**src/rtl/bfdc_pkg.sv**
```systemverilog
// Package for the forced drag commutator: field widths, opcodes, register
// indexes, reset values and the six-step commutation table. No dependencies.
`timescale 1ns / 1ps
`default_nettype none

package bfdc_pkg;

  localparam int unsigned OP_W      = 2;
  localparam int unsigned W16       = 16;
  localparam int unsigned W8        = 8;
  localparam int unsigned GATE_W    = 6;
  localparam int unsigned STEP_W    = 3;
  localparam int unsigned ELAPSED_W = 17;
  localparam int unsigned CFG_IDX_W = 3;
  localparam int unsigned ACC_W     = 20;  // 3*65535 + 7*65535 fits in 20 bits
  localparam int unsigned RECIP_W   = 20;
  localparam int unsigned PROD_W    = ACC_W + RECIP_W;
  localparam int unsigned RECIP_SH  = 23;  // floor(x/10) = (x*838861) >> 23 for x < 2^22

  localparam logic [RECIP_W-1:0] RECIP_TEN = 20'd838861;

  typedef enum logic [OP_W-1:0] {
    OP_TICK   = 2'd0,
    OP_START  = 2'd1,
    OP_STOP   = 2'd2,
    OP_SAMPLE = 2'd3
  } op_t;

  typedef enum logic [CFG_IDX_W-1:0] {
    CFG_TICK_PERIOD  = 3'd0,
    CFG_START_PERIOD = 3'd1,
    CFG_FLOOR_PERIOD = 3'd2,
    CFG_PERIOD_STEP  = 3'd3,
    CFG_UPPER_THRESH = 3'd4,
    CFG_LOWER_THRESH = 3'd5,
    CFG_DEMAG_OFFSET = 3'd6,
    CFG_UNUSED       = 3'd7
  } cfg_idx_t;

  // Register reset values
  localparam logic [W16-1:0]        RST_TICK_PERIOD  = 16'd50;
  localparam logic [W16-1:0]        RST_START_PERIOD = 16'd6000;
  localparam logic [W16-1:0]        RST_FLOOR_PERIOD = 16'd5000;
  localparam logic [W8-1:0]         RST_PERIOD_STEP  = 8'd1;
  localparam logic signed [W16-1:0] RST_UPPER_THRESH = 16'sd1000;
  localparam logic signed [W16-1:0] RST_LOWER_THRESH = -16'sd1000;
  localparam logic [W8-1:0]         RST_DEMAG_OFFSET = 8'd15;

  // Rotor alignment step: a start request commutates from it to the next step
  localparam logic [STEP_W-1:0] STEP_ALIGN = 3'd2;
  localparam logic [GATE_W-1:0] GATES_OFF  = 6'h00;

  typedef struct packed {
    logic [STEP_W-1:0] step;
    logic [GATE_W-1:0] gates;
  } comm_t;

  // One commutation: next step and its gate pattern; unknown steps hold
  function automatic comm_t commutate(input logic [STEP_W-1:0] step,
                                      input logic [GATE_W-1:0] gates);
    comm_t r;
    r.step  = step;
    r.gates = gates;
    unique case (step)
      3'd1:    begin r.step = 3'd2; r.gates = 6'h0A; end
      3'd2:    begin r.step = 3'd3; r.gates = 6'h0C; end
      3'd3:    begin r.step = 3'd4; r.gates = 6'h14; end
      3'd4:    begin r.step = 3'd5; r.gates = 6'h11; end
      3'd5:    begin r.step = 3'd6; r.gates = 6'h21; end
      3'd6:    begin r.step = 3'd1; r.gates = 6'h22; end
      default: begin r.step = step; r.gates = gates; end
    endcase
    return r;
  endfunction

endpackage

`default_nettype wire

```
**src/rtl/bfdc_if.sv**
```systemverilog
// Channel interfaces of the forced drag commutator: event input, result
// output and register write. Depends on bfdc_pkg.
`timescale 1ns / 1ps
`default_nettype none

interface bfdc_in_if import bfdc_pkg::*; ();
  logic                    valid;
  logic                    ready;
  logic [OP_W-1:0]         opcode;
  logic signed [W16-1:0]   sample;
  logic [W16-1:0]          elapsed_since_commutation;

  modport source (output valid, opcode, sample, elapsed_since_commutation, input ready);
  modport sink   (input valid, opcode, sample, elapsed_since_commutation, output ready);
endinterface

interface bfdc_out_if import bfdc_pkg::*; ();
  logic                valid;
  logic                ready;
  logic [GATE_W-1:0]   gate_pattern;
  logic                dragging;
  logic                commutated;
  logic [W16-1:0]      drag_period_now;
  logic [W16-1:0]      delay_reload;
  logic                delay_load;

  modport source (output valid, gate_pattern, dragging, commutated, drag_period_now,
                  delay_reload, delay_load, input ready);
  modport sink   (input valid, gate_pattern, dragging, commutated, drag_period_now,
                  delay_reload, delay_load, output ready);
endinterface

interface bfdc_cfg_if import bfdc_pkg::*; ();
  logic                 valid;
  logic                 ready;
  logic [CFG_IDX_W-1:0] index;
  logic [W16-1:0]       data;

  modport source (output valid, index, data, input ready);
  modport sink   (input valid, index, data, output ready);
endinterface

`default_nettype wire

```
**src/rtl/bldc_forced_drag_commutator.sv**
```systemverilog
// Six-step sensorless BLDC start-up sequencer (open-loop forced drag).
// Takes one event request per cycle while results are taken (tick, start,
// stop, back-EMF sample) and returns one result per request: an input
// register holds the request, the state update and result are formed in one
// pass and land in the result register. The input register frees itself
// whenever the result register can move, so a new request enters every cycle
// while results are taken. The 30 degree delay path (3*old + 7*new, divide by
// ten through a 20x20 reciprocal multiply, add offset, saturate) is the
// longest path. Register writes are accepted every cycle.
// Depends on bfdc_pkg and bfdc_if.
`timescale 1ns / 1ps
`default_nettype none

module bldc_forced_drag_commutator
  import bfdc_pkg::*;
(
  input  wire logic   clk,
  input  wire logic   rst_n,
  bfdc_in_if.sink     in_req,
  bfdc_out_if.source  out_rsp,
  bfdc_cfg_if.sink    cfg_wr
);

  // Configuration registers
  logic [W16-1:0]        tick_period_r;
  logic [W16-1:0]        start_period_r;
  logic [W16-1:0]        floor_period_r;
  logic [W8-1:0]         period_step_r;
  logic signed [W16-1:0] upper_thresh_r;
  logic signed [W16-1:0] lower_thresh_r;
  logic [W8-1:0]         demag_offset_r;

  // Block state
  logic                  drive_mode_r,     drive_mode_nxt;
  logic [STEP_W-1:0]     rotor_step_r,     rotor_step_nxt;
  logic [ELAPSED_W-1:0]  elapsed_r,        elapsed_nxt;
  logic [W16-1:0]        drag_period_r,    drag_period_nxt;
  logic [W16-1:0]        filt_delay_r,     filt_delay_nxt;
  logic [GATE_W-1:0]     gate_state_r,     gate_state_nxt;

  // Input register
  logic                  s1_valid_r;
  logic [OP_W-1:0]       s1_opcode_r;
  logic signed [W16-1:0] s1_sample_r;
  logic [ACC_W-1:0]      s1_since7_r;

  // Result register
  logic                  out_valid_r;
  logic [GATE_W-1:0]     out_gate_r;
  logic                  out_drag_r;
  logic                  out_comm_r;
  logic [W16-1:0]        out_period_r;
  logic [W16-1:0]        out_reload_r;
  logic                  out_load_r;

  logic                  advance;
  logic                  did_comm;
  logic                  load;
  logic [W16-1:0]        reload;
  logic [W16-1:0]        period_gap;
  comm_t                 comm_drag;
  comm_t                 comm_start;
  logic [ACC_W-1:0]      delay_acc;
  logic [PROD_W-1:0]     delay_prod;
  logic [W16:0]          delay_sum;
  logic                  zero_cross;
  op_t                   op;

  // Handshake: move the held request whenever the result slot frees up
  assign advance      = s1_valid_r && (!out_valid_r || out_rsp.ready);
  assign in_req.ready = !s1_valid_r || advance;
  assign cfg_wr.ready = 1'b1;

  // Register writes
  always_ff @(posedge clk) begin
    if (!rst_n) begin
      tick_period_r  <= RST_TICK_PERIOD;
      start_period_r <= RST_START_PERIOD;
      floor_period_r <= RST_FLOOR_PERIOD;
      period_step_r  <= RST_PERIOD_STEP;
      upper_thresh_r <= RST_UPPER_THRESH;
      lower_thresh_r <= RST_LOWER_THRESH;
      demag_offset_r <= RST_DEMAG_OFFSET;
    end else if (cfg_wr.valid) begin
      unique case (cfg_idx_t'(cfg_wr.index))
        CFG_TICK_PERIOD:  tick_period_r  <= cfg_wr.data;
        CFG_START_PERIOD: start_period_r <= cfg_wr.data;
        CFG_FLOOR_PERIOD: floor_period_r <= cfg_wr.data;
        CFG_PERIOD_STEP:  period_step_r  <= cfg_wr.data[W8-1:0];
        CFG_UPPER_THRESH: upper_thresh_r <= cfg_wr.data;
        CFG_LOWER_THRESH: lower_thresh_r <= cfg_wr.data;
        CFG_DEMAG_OFFSET: demag_offset_r <= cfg_wr.data[W8-1:0];
        default: ;
      endcase
    end
  end

  // Capture the request; prescale the commutation timer reading by seven
  always_ff @(posedge clk) begin
    if (!rst_n) begin
      s1_valid_r <= 1'b0;
    end else if (in_req.ready) begin
      s1_valid_r <= in_req.valid;
    end
  end

  always_ff @(posedge clk) begin
    if (in_req.valid && in_req.ready) begin
      s1_opcode_r <= in_req.opcode;
      s1_sample_r <= in_req.sample;
      s1_since7_r <= {1'b0, in_req.elapsed_since_commutation, 3'b000}
                     - {4'b0000, in_req.elapsed_since_commutation};
    end
  end

  // Commutation outcomes for a drag tick and for a start
  assign comm_drag  = commutate(rotor_step_r, gate_state_r);
  assign comm_start = commutate(STEP_ALIGN, gate_state_r);
  assign period_gap = drag_period_r - floor_period_r;

  // Delay filter: floor((3*old + 7*new)/10) + offset, saturated
  assign delay_acc  = {3'b000, filt_delay_r, 1'b0} + {4'b0000, filt_delay_r} + s1_since7_r;
  assign delay_prod = delay_acc * RECIP_TEN;
  assign delay_sum  = delay_prod[PROD_W-1:RECIP_SH] + {9'd0, demag_offset_r};
  assign zero_cross = (s1_sample_r > upper_thresh_r) || (s1_sample_r < lower_thresh_r);

  assign op = op_t'(s1_opcode_r);

  // Next state and result for the held request
  always_comb begin
    drive_mode_nxt  = drive_mode_r;
    rotor_step_nxt  = rotor_step_r;
    elapsed_nxt     = elapsed_r;
    drag_period_nxt = drag_period_r;
    filt_delay_nxt  = filt_delay_r;
    gate_state_nxt  = gate_state_r;
    did_comm        = 1'b0;
    load            = 1'b0;
    reload          = '0;
    unique case (op)
      OP_TICK: begin
        if (drive_mode_r) begin
          if (elapsed_r >= {1'b0, drag_period_r}) begin
            elapsed_nxt = '0;
            if (drag_period_r <= floor_period_r) begin
              drag_period_nxt = floor_period_r;
            end else if (period_gap < {8'd0, period_step_r}) begin
              drag_period_nxt = floor_period_r;
            end else begin
              drag_period_nxt = drag_period_r - {8'd0, period_step_r};
            end
            rotor_step_nxt = comm_drag.step;
            gate_state_nxt = comm_drag.gates;
            did_comm       = 1'b1;
          end else begin
            elapsed_nxt = elapsed_r + {1'b0, tick_period_r};
          end
        end
      end
      OP_START: begin
        elapsed_nxt     = '0;
        drag_period_nxt = start_period_r;
        rotor_step_nxt  = comm_start.step;
        gate_state_nxt  = comm_start.gates;
        did_comm        = 1'b1;
        drive_mode_nxt  = 1'b1;
      end
      OP_STOP: begin
        gate_state_nxt = GATES_OFF;
        drive_mode_nxt = 1'b0;
      end
      OP_SAMPLE: begin
        if (zero_cross) begin
          reload         = delay_sum[W16] ? {W16{1'b1}} : delay_sum[W16-1:0];
          filt_delay_nxt = reload;
          load           = 1'b1;
        end
      end
      default: ;
    endcase
  end

  // Commit state as the request moves to the result register
  always_ff @(posedge clk) begin
    if (!rst_n) begin
      drive_mode_r  <= 1'b0;
      rotor_step_r  <= '0;
      elapsed_r     <= '0;
      drag_period_r <= '0;
      filt_delay_r  <= '0;
      gate_state_r  <= GATES_OFF;
    end else if (advance) begin
      drive_mode_r  <= drive_mode_nxt;
      rotor_step_r  <= rotor_step_nxt;
      elapsed_r     <= elapsed_nxt;
      drag_period_r <= drag_period_nxt;
      filt_delay_r  <= filt_delay_nxt;
      gate_state_r  <= gate_state_nxt;
    end
  end

  // Result register: hold while stalled, drop once taken
  always_ff @(posedge clk) begin
    if (!rst_n) begin
      out_valid_r <= 1'b0;
    end else if (advance) begin
      out_valid_r <= 1'b1;
    end else if (out_rsp.ready) begin
      out_valid_r <= 1'b0;
    end
  end

  always_ff @(posedge clk) begin
    if (advance) begin
      out_gate_r   <= gate_state_nxt;
      out_drag_r   <= drive_mode_nxt;
      out_comm_r   <= did_comm;
      out_period_r <= drag_period_nxt;
      out_reload_r <= reload;
      out_load_r   <= load;
    end
  end

  assign out_rsp.valid           = out_valid_r;
  assign out_rsp.gate_pattern    = out_gate_r;
  assign out_rsp.dragging        = out_drag_r;
  assign out_rsp.commutated      = out_comm_r;
  assign out_rsp.drag_period_now = out_period_r;
  assign out_rsp.delay_reload    = out_reload_r;
  assign out_rsp.delay_load      = out_load_r;

endmodule

`default_nettype wire

```
**src/flat_wrapper.sv**
```systemverilog
// flat-port wrapper written by rule: the top's interface ports become plain ports
module bldc_forced_drag_commutator_flat import bfdc_pkg::*;
  (clk, rst_n, in_req_valid, in_req_opcode, in_req_sample, in_req_elapsed_since_commutation, in_req_ready, out_rsp_valid, out_rsp_gate_pattern, out_rsp_dragging, out_rsp_commutated, out_rsp_drag_period_now, out_rsp_delay_reload, out_rsp_delay_load, out_rsp_ready, cfg_wr_valid, cfg_wr_index, cfg_wr_data, cfg_wr_ready);
  bfdc_in_if in_req_i ();
  bfdc_out_if out_rsp_i ();
  bfdc_cfg_if cfg_wr_i ();
  input  wire logic clk;
  input  wire logic rst_n;
  input wire logic [$bits(in_req_i.valid)-1:0] in_req_valid;
  input wire logic [$bits(in_req_i.opcode)-1:0] in_req_opcode;
  input wire logic [$bits(in_req_i.sample)-1:0] in_req_sample;
  input wire logic [$bits(in_req_i.elapsed_since_commutation)-1:0] in_req_elapsed_since_commutation;
  output wire logic [$bits(in_req_i.ready)-1:0] in_req_ready;
  output wire logic [$bits(out_rsp_i.valid)-1:0] out_rsp_valid;
  output wire logic [$bits(out_rsp_i.gate_pattern)-1:0] out_rsp_gate_pattern;
  output wire logic [$bits(out_rsp_i.dragging)-1:0] out_rsp_dragging;
  output wire logic [$bits(out_rsp_i.commutated)-1:0] out_rsp_commutated;
  output wire logic [$bits(out_rsp_i.drag_period_now)-1:0] out_rsp_drag_period_now;
  output wire logic [$bits(out_rsp_i.delay_reload)-1:0] out_rsp_delay_reload;
  output wire logic [$bits(out_rsp_i.delay_load)-1:0] out_rsp_delay_load;
  input wire logic [$bits(out_rsp_i.ready)-1:0] out_rsp_ready;
  input wire logic [$bits(cfg_wr_i.valid)-1:0] cfg_wr_valid;
  input wire logic [$bits(cfg_wr_i.index)-1:0] cfg_wr_index;
  input wire logic [$bits(cfg_wr_i.data)-1:0] cfg_wr_data;
  output wire logic [$bits(cfg_wr_i.ready)-1:0] cfg_wr_ready;
  assign in_req_i.valid = in_req_valid;
  assign in_req_i.opcode = in_req_opcode;
  assign in_req_i.sample = in_req_sample;
  assign in_req_i.elapsed_since_commutation = in_req_elapsed_since_commutation;
  assign in_req_ready = in_req_i.ready;
  assign out_rsp_valid = out_rsp_i.valid;
  assign out_rsp_gate_pattern = out_rsp_i.gate_pattern;
  assign out_rsp_dragging = out_rsp_i.dragging;
  assign out_rsp_commutated = out_rsp_i.commutated;
  assign out_rsp_drag_period_now = out_rsp_i.drag_period_now;
  assign out_rsp_delay_reload = out_rsp_i.delay_reload;
  assign out_rsp_delay_load = out_rsp_i.delay_load;
  assign out_rsp_i.ready = out_rsp_ready;
  assign cfg_wr_i.valid = cfg_wr_valid;
  assign cfg_wr_i.index = cfg_wr_index;
  assign cfg_wr_i.data = cfg_wr_data;
  assign cfg_wr_ready = cfg_wr_i.ready;
  bldc_forced_drag_commutator u_core (.clk(clk), .rst_n(rst_n), .in_req(in_req_i), .out_rsp(out_rsp_i), .cfg_wr(cfg_wr_i));
endmodule
```
**config.mk**
```make
export PLATFORM = sky130hd
export DESIGN_NAME = bldc_forced_drag_commutator_flat
export DESIGN_NICKNAME = d
export VERILOG_FILES = /design/src/rtl/bfdc_pkg.sv /design/src/rtl/bfdc_if.sv /design/src/rtl/bldc_forced_drag_commutator.sv /design/src/flat_wrapper.sv
export SDC_FILE = /design/constraint.sdc
export NUM_CORES = 1
export LEC_CHECK = 0
export ABC_AREA = 1
export ABC_CLOCK_PERIOD_IN_PS = 9700
export BUFFER_PORTS_ARGS = -buffer_cell sky130_fd_sc_hd__buf_2
export CAP_MARGIN = 0
export CORE_UTILIZATION = 36
export DETAILED_ROUTE_END_ITERATION = 6
export GPL_TIMING_DRIVEN = 1
export PLACE_DENSITY = 0.62
export SYNTH_ARGS = -nofsm -noshare
export SYNTH_HDL_FRONTEND = slang
export SYNTH_SLANG_ARGS = --single-unit
export TNS_END_PERCENT = 100
```
**constraint.sdc**
```tcl
create_clock -name clk -period 9.7 [get_ports clk]
set_clock_uncertainty 0.15 [all_clocks]
set_input_delay 1.94 -clock clk [delete_from_list [all_inputs] [get_ports clk]]
set_output_delay 1.94 -clock clk [all_outputs]
set_load 0.1 [all_outputs]
```
==> results of run 1 <==
-- per-stage QoR --
stage / cells / area [um^2] / util (%) / hold WS [ns] / setup WS [ns]
after floorplan: 2995 / 23500 / - / 0.274 / 0.0133
after global placement: 4198 / 27100 / 42.2 / 0.290 / -0.469
after detailed placement: 4198 / 27100 / 42.2 / 0.297 / -0.663
after CTS: 4280 / 29200 / 45.5 / 0.306 / -0.00791
after global routing: 4288 / 29700 / 46.2 / 0.336 / -0.521
final: 4288 / 29700 / 46.2 / 0.300 / -0.0630
-- state kept, by name, summed over array words and instances, names as in the netlist, 2 cells and up --
register                        cells
u_core.s1_since7_r                 20
u_core.elapsed_r                   17
u_core.drag_period_r               16
u_core.filt_delay_r                16
u_core.floor_period_r              16
u_core.lower_thresh_r              16
u_core.out_rsp.delay_reload        16
u_core.out_rsp.drag_period_now     16
u_core.s1_sample_r                 16
u_core.start_period_r              16
u_core.tick_period_r               16
u_core.upper_thresh_r              16
u_core.demag_offset_r               8
u_core.period_step_r                8
u_core.gate_state_r                 6
u_core.out_rsp.gate_pattern         6
u_core.rotor_step_r                 3
u_core.op                           2
-- logic make-up (layout without fill, tap and decap cells) --
kind of cell	after synthesis	after routing	synth area share (%)
compound gates	515	515	12.4
xor+xnor	102	102	3.89
fa+ha+maj	492	492	31.0
buf+inv	629	1065	10.4
flops	236	236	23.6
other cells	1	1	0.0160
simple gates	1020	1022	18.8
-- tightest hold or removal path: cells and delay by family, from the launching register on --
family	cells	cell delay, ns
compound gates	1	0.05
buf+inv	1	0.06
flops	1	0.30
-- layer usage --
metal / part of all wire [%] / routed length [um]
met4: 2.8 / 2000
met5: 0 / 0
met3: 4.5 / 3170
met2: 48 / 33900
met1: 45 / 31400
-- how the worst max path moves through the flow --
stage                           startpoint                         endpoint  depth (start not counted)
CTS                 u_core.filt_delay_r[1]   u_core.out_rsp.delay_reload[0]                         52
global route        u_core.filt_delay_r[0]  u_core.out_rsp.delay_reload[13]                         53
floorplan           u_core.filt_delay_r[3]  u_core.out_rsp.delay_reload[11]                         52
detailed placement  u_core.filt_delay_r[1]  u_core.out_rsp.delay_reload[13]                         51
global placement    u_core.filt_delay_r[1]  u_core.out_rsp.delay_reload[14]                         51
finish              u_core.filt_delay_r[1]  u_core.out_rsp.delay_reload[13]                         51
-- placed cells by master (no fill, tap or decap), drive strengths merged, types with 28 or more instances in the layout --
cell type	netlist	routed
clkbuf	42	33
inv	569	572
xnor2	33	33
o21ai	150	150
nor2	204	204
xor2	69	69
a21oi	246	246
dfxtp	157	157
nor3	28	28
nand3	162	162
fa	145	145
ha	347	347
nand2	578	580
edfxtp	79	79
buf	14	440
-- Yosys cell counts, types with 4 or more instances --
| cell type | instances | area (um^2) |
|---|---|---|
| or2_2 | 4 | 25.0 |
| clkbuf_1 | 41 | 154 |
| o21ai_0 | 137 | 686 |
| dfxtp_1 | 157 | 3140 |
| xnor2_1 | 32 | 280 |
| fa_1 | 145 | 2900 |
| nor3_2 | 6 | 60.1 |
| a21oi_1 | 244 | 1220 |
| nor2_4 | 4 | 45.0 |
| nand3_2 | 10 | 100 |
| edfxtp_1 | 79 | 2370 |
| o21a_1 | 16 | 120 |
| xor2_1 | 68 | 596 |
| nand2_2 | 18 | 113 |
| a31oi_1 | 11 | 68.8 |
| nand4_1 | 25 | 156 |
| a21boi_1 | 4 | 30.0 |
| o211ai_1 | 26 | 195 |
| and2_1 | 4 | 25.0 |
| buf_2 | 7 | 35.0 |
| nor4_1 | 4 | 25.0 |
| nor3_1 | 22 | 110 |
| o21bai_1 | 13 | 97.6 |
| nor2_1 | 196 | 736 |
| ha_1 | 347 | 4340 |
| a21o_1 | 11 | 82.6 |
| inv_1 | 560 | 2100 |
| nand3_1 | 151 | 756 |
| a22oi_1 | 17 | 128 |
| a211oi_1 | 4 | 30.0 |
| nor2_2 | 4 | 25.0 |
| inv_2 | 9 | 33.8 |
| clkinv_1 | 4 | 15.0 |
| nand2_1 | 559 | 2100 |
| o21ai_1 | 11 | 55.1 |
-- repair_timing --
item                                    in CTS  in global routing
gates resized for setup                    164                 89
endpoints found under the setup margin      32                 32
setup buffers                               28                  8
cloned                                       2                  0
pin swaps                                  125                 79
-- layout make-up --
cell class | count | area, um^2
clock buffers | 33 | 761
clock inverters | 19 | 225
fillers | 6258 | 34600
inverters | 573 | 2150
multi-input cells | 2132 | 16900
flip-flops and latches | 236 | 5530
well taps | 855 | 1070
repair buffers | 440 | 3090
==> impl_metrics.json, run 1 <==
{
  "chipWidth_um": 257,
  "drc": 0,
  "fp.dieH_um": 257,
  "overflow": 0,
  "crit_type": "register to register",
  "hp-start": "u_core.lower_thresh_r[0]",
  "ctsRootBufferMaster": "clkbuf_16",
  "hold_class": "register to register",
  "worstMarginPinSlew_ns": 1.15,
  "r2r-start": "u_core.filt_delay_r[1]",
  "r2r-end": "u_core.out_rsp.delay_reload[13]",
  "relSlewSlack_pct": 22.9,
  "wire_per_inst_um": 16.4,
  "placementRows": 93,
  "holdPathStages": 2,
  "finalCritPeriodShare_pct": 101,
  "fmax_mhz": 102,
  "grt_pass1_vias": 20677,
  "synth_edf_count": 79,
  "cts_made_buffers": 28,
  "vias": 20842,
  "synth_warnings": 0,
  "crit_fanout": 6,
  "core_area_um2": 64300,
  "synth_top_flop_cell": "dfxtp_1",
  "synth.distinct_cells": 62,
  "worst-r2r-cell-count": 51,
  "grt_start_max_net_pins": 69,
  "syn-instance-count": 2995,
  "yosysSeqAreaShare_pct": 23.6,
  "clkSlewWorstSetupHoldPaths_ns": 0.06,
  "critPathCaptureType": "register",
  "tns_ns": -0.471,
  "start_util_pct": 36.3,
  "cp.required_ns": 9.85,
  "finalHoldViolations": 0,
  "syn2layout_area_growth_pct": 27.2,
  "syn_area_per_cell_um2": 7.80,
  "critPathArrivalTime_ns": 9.91,
  "ios": 102,
  "drv_cap": 0,
  "setup_viol": 28,
  "clk_latency_ns": 0.60,
  "slew_violations": 0,
  "cts_max_level": 1,
  "use_met3_pct": 2.33,
  "violations": "negative setup slack",
  "status": "finished with violations",
  "syn_area_um2": 23400,
  "finalWirelength_um": 70500,
  "antenna_found_initial": 2,
  "grtUsageMet2_pct": 36.8,
  "period_minus_slack_ns": 9.76,
  "crit_top_cell": "inv_2",
  "drive_above_1_share_pct": 22.5,
  "post_drt_via_cell_ratio": 4.86,
  "start_kind": "register",
  "clockBufferDepth": 3,
  "cp_slowest_cell": "fa_1",
  "grtUsageTotal_pct": 21.3,
  "setup_ws_ns": -0.0630,
  "fin_nets": 3961,
  "num_antenna_cells": 0,
  "hold_end": "u_core.lower_thresh_r[0]",
  "port_buffers": 100,
  "crit_family": "adder cells",
  "rrSetupSlack_ns": -0.06,
  "grt_pass1_wl_um": 112000,
  "rsz0062_at_grt": "true",
  "first_pass_iters": 5,
  "crit_buf_inv": 11,
  "cts_tree": "done",
  "top_usage_layer": "met2",
  "use_met1_pct": 28.0,
  "async_flop_share_pct": 0,
  "die_area_um2": 66000,
  "drt_iter0_markers": 1243,
  "critPathMaxStageDelay_ns": 0.51,
  "synth_fp_nets": 3545,
  "cts_hold_buf": 0,
  "ant_nets": 0,
  "gp_congestion": 0.953,
  "hpwl_um": 57000,
  "synth_seq_cells": 236,
  "cts_sinks": 236
}
Power of run 1 is left out: the tool's default activity adds up to more than one toggle a clock period on the data nets, which glitch-free logic cannot reach.
==> run 2, diff against run 1 <==
--- a/config.mk
+++ b/config.mk
@@ -5,7 +5,6 @@
 export SDC_FILE = /design/constraint.sdc
 export NUM_CORES = 1
 export LEC_CHECK = 0
-export ABC_AREA = 1
 export ABC_CLOCK_PERIOD_IN_PS = 9700
 export BUFFER_PORTS_ARGS = -buffer_cell sky130_fd_sc_hd__buf_2
 export CAP_MARGIN = 0
@@ -13,6 +12,7 @@
 export DETAILED_ROUTE_END_ITERATION = 6
 export GPL_TIMING_DRIVEN = 1
 export PLACE_DENSITY = 0.62
+export RECOVER_POWER = 100
 export SYNTH_ARGS = -nofsm -noshare
 export SYNTH_HDL_FRONTEND = slang
 export SYNTH_SLANG_ARGS = --single-unit
==> run 2 against run 1 <==
Against the previous run: the run ends with max-capacitance violations, max-slew violations, negative setup slack left; cell count is 15% lower; clock-buffer cell count is 4 higher; fmax is 9.5% lower; core utilization is 0.68 points lower; sequential share of layout area is 1.5 points higher; critical endpoint is now u_core.filt_delay_r[15]; global-route usage is 0.22 points lower; non-clock buffer count is 17 lower; synthesized area is 6.3% lower; via count is 8.9% lower; die area is 6.3% lower.
==> impl_metrics.json, run 2 <==
{
  "syn_area_um2": 21900,
  "setup_ws_ns": -1.08,
  "synth_seq_cells": 236,
  "fp.dieH_um": 249,
  "core_area_um2": 60200,
  "violations": "max-capacitance violations, max-slew violations, negative setup slack",
  "cts_hold_buf": 0,
  "synth_top_area_share_pct": 19.8,
  "antenna_found_initial": 0,
  "syn_area_per_cell_um2": 8.95,
  "cts_made_buffers": 29,
  "port_buffers": 100,
  "worst-r2r-cell-count": 52,
  "finalWirelength_um": 66100,
  "place_area_um2": 25600,
  "start_kind": "register",
  "syn-instance-count": 2448,
  "grtUsageTotal_pct": 21.0,
  "overflow": 0,
  "finalHoldViolations": 0,
  "cp.required_ns": 9.95,
  "grt_start_max_net_pins": 85,
  "r2r-end": "u_core.filt_delay_r[15]",
  "wire_per_inst_um": 18.1,
  "crit_fanout": 7,
  "r2r-start": "u_core.filt_delay_r[1]",
  "critPathArrivalTime_ns": 11.03,
  "setup_viol": 32,
  "cts_max_level": 1,
  "regMostFlops": "u_core.s1_since7_r",
  "synth_fp_nets": 2998,
  "rrSetupSlack_ns": -1.08,
  "tns_ns": -33.31,
  "finalCritPeriodShare_pct": 111,
  "async_flop_share_pct": 0,
  "final_common_cell": "inv_1",
  "cp_slowest_cell": "fa_1",
  "ant_nets": 0,
  "yosys-top-cells-area": "ha_1, dfxtp_1, fa_1, edfxtp_1, inv_1",
  "post_drt_via_cell_ratio": 5.21,
  "synth_commonest_cells": "inv_1, ha_1, nand2_1",
  "drv_cap": 7,
  "vias": 18996,
  "clockBufferDepth": 3,
  "yosysTopAreaCell": "ha_1",
  "synth_warnings": 0,
  "cts_tree": "done",
  "worstMarginPinSlew_ns": 4.14,
  "fmax_mhz": 92.7,
  "fill_cells": 5748,
  "die_area_um2": 61800,
  "top_regs": "u_core.s1_since7_r x20, u_core.elapsed_r x17",
  "hold_class": "register to register",
  "num_antenna_cells": 0,
  "period_minus_slack_ns": 10.78,
  "holdPathStages": 2,
  "whs_ns": 0.305,
  "cts_sinks": 236,
  "gp_congestion": 0.953,
  "synth.distinct_cells": 77,
  "hp-start": "u_core.period_step_r[5]",
  "ctsRootBufferMaster": "clkbuf_16",
  "grt_pass1_wl_um": 104000,
  "mostFrequentLayoutCells": "inv_1, ha_1, buf_4",
  "syn2layout_area_growth_pct": 25.3,
  "placementRows": 90,
  "hold_end": "u_core.period_step_r[5]",
  "grt_pass1_vias": 19059,
  "largest_reg_flops": 20,
  "crit_type": "register to register",
  "fin_util_pct": 45.5,
  "critPathCaptureType": "register",
  "critPathMaxStageDelay_ns": 0.59,
  "final_area_um2": 27400,
  "drive_above_1_share_pct": 19.9,
  "yosysMostFrequentCell": "inv_1",
  "slew_violations": 302,
  "drc": 0,
  "yosysSeqAreaShare_pct": 25.2,
  "hpwl_um": 53300,
  "clk_latency_ns": 0.58,
  "synth_top_flop_cell": "dfxtp_1",
  "status": "finished with violations",
  "fin_nets": 3390,
  "drt_iter0_markers": 1102,
  "ios": 102,
  "start_util_pct": 36.4,
  "first_pass_iters": 5,
  "chipWidth_um": 249,
  "relSlewSlack_pct": -176,
  "clkSlewWorstSetupHoldPaths_ns": 0.06,
  "synth_edf_count": 79,
  "rsz0062_at_grt": "true"
}
[run 2: critical path, delay by kind of cell, from the launching register on]
family	cells	cell delay [ns]
AO/OA/AOI/OAI	19	2.82
XOR/XNOR	3	0.75
adder cells (fa/ha/maj)	12	4.18
buffers and inverters	8	0.73
flip-flops	1	0.37
AND/OR/NAND/NOR	10	1.58
[run 2: what timing repair did]
action                                  in CTS  in global routing
setup buffers                               22                 20
gates resized for setup                     41                 66
endpoints found under the setup margin      32                 32
pin swaps                                   56                 78
cloned                                       3                  0
[run 2: cells by family (layout without fill, tap and decap cells)]
| logic type | after synthesis | in the layout | synth area share (%) |
|---|---|---|---|
| AOI/OAI and AO/OA | 568 | 568 | 16.5 |
| xor gates and xnor gates | 116 | 116 | 4.71 |
| adders and majority gates | 492 | 492 | 33.1 |
| buffers and inverters | 429 | 844 | 7.42 |
| DFF | 236 | 236 | 25.2 |
| muxes | 20 | 20 | 0.937 |
| other | 1 | 1 | 0.0171 |
| and+or+nand+nor | 586 | 586 | 12.2 |
[run 2: final cells by class]
cell class / count / area (um^2) / share of cell area [%]
Clock inverter: 17 / 180 / 0.657
Sequential cell: 236 / 5520 / 20.1
Inverter: 367 / 1380 / 5.02
Timing Repair Buffer: 423 / 2930 / 10.7
Clock buffer: 37 / 861 / 3.14
Multi-Input combinational cell: 1783 / 15600 / 56.8
Tap cell: 782 / 978 / 3.57
[run 2: worst max path at each step]
stage	slack (ns)	to	startpoint
floorplan	-0.56	u_core.out_rsp.delay_reload[12]	u_core.filt_delay_r[1]
global placement	-1.08	u_core.filt_delay_r[15]	u_core.filt_delay_r[1]
detailed placement	-1.34	u_core.filt_delay_r[15]	u_core.filt_delay_r[1]
CTS	-1.01	u_core.out_rsp.delay_reload[12]	u_core.filt_delay_r[1]
global route	-1.59	u_core.filt_delay_r[15]	u_core.filt_delay_r[1]
finish	-1.08	u_core.filt_delay_r[15]	u_core.filt_delay_r[1]
[run 2: per-layer routing]
| metal | GRT usage, % | wire, um | vias up |
|---|---|---|---|
| met5 | 0 | 0 | - |
| met4 | 5.55 | 1790 | 0 |
| met3 | 3.21 | 3780 | 91 |
| met2 | 33.6 | 30100 | 500 |
| met1 | 29.5 | 30400 | 9194 |
| li1 | - | - | 9211 |
[run 2: through the flow]
step	setup slack [ns]	instances
2_1_floorplan	-0.557	2448
3_3_place_gp	-1.08	3547
3_5_place_dp	-1.34	3547
4_1_cts	-1.01	3626
5_1_grt	-1.59	3645
6_report	-1.08	3645
Power of run 2 is left out for the same reason.
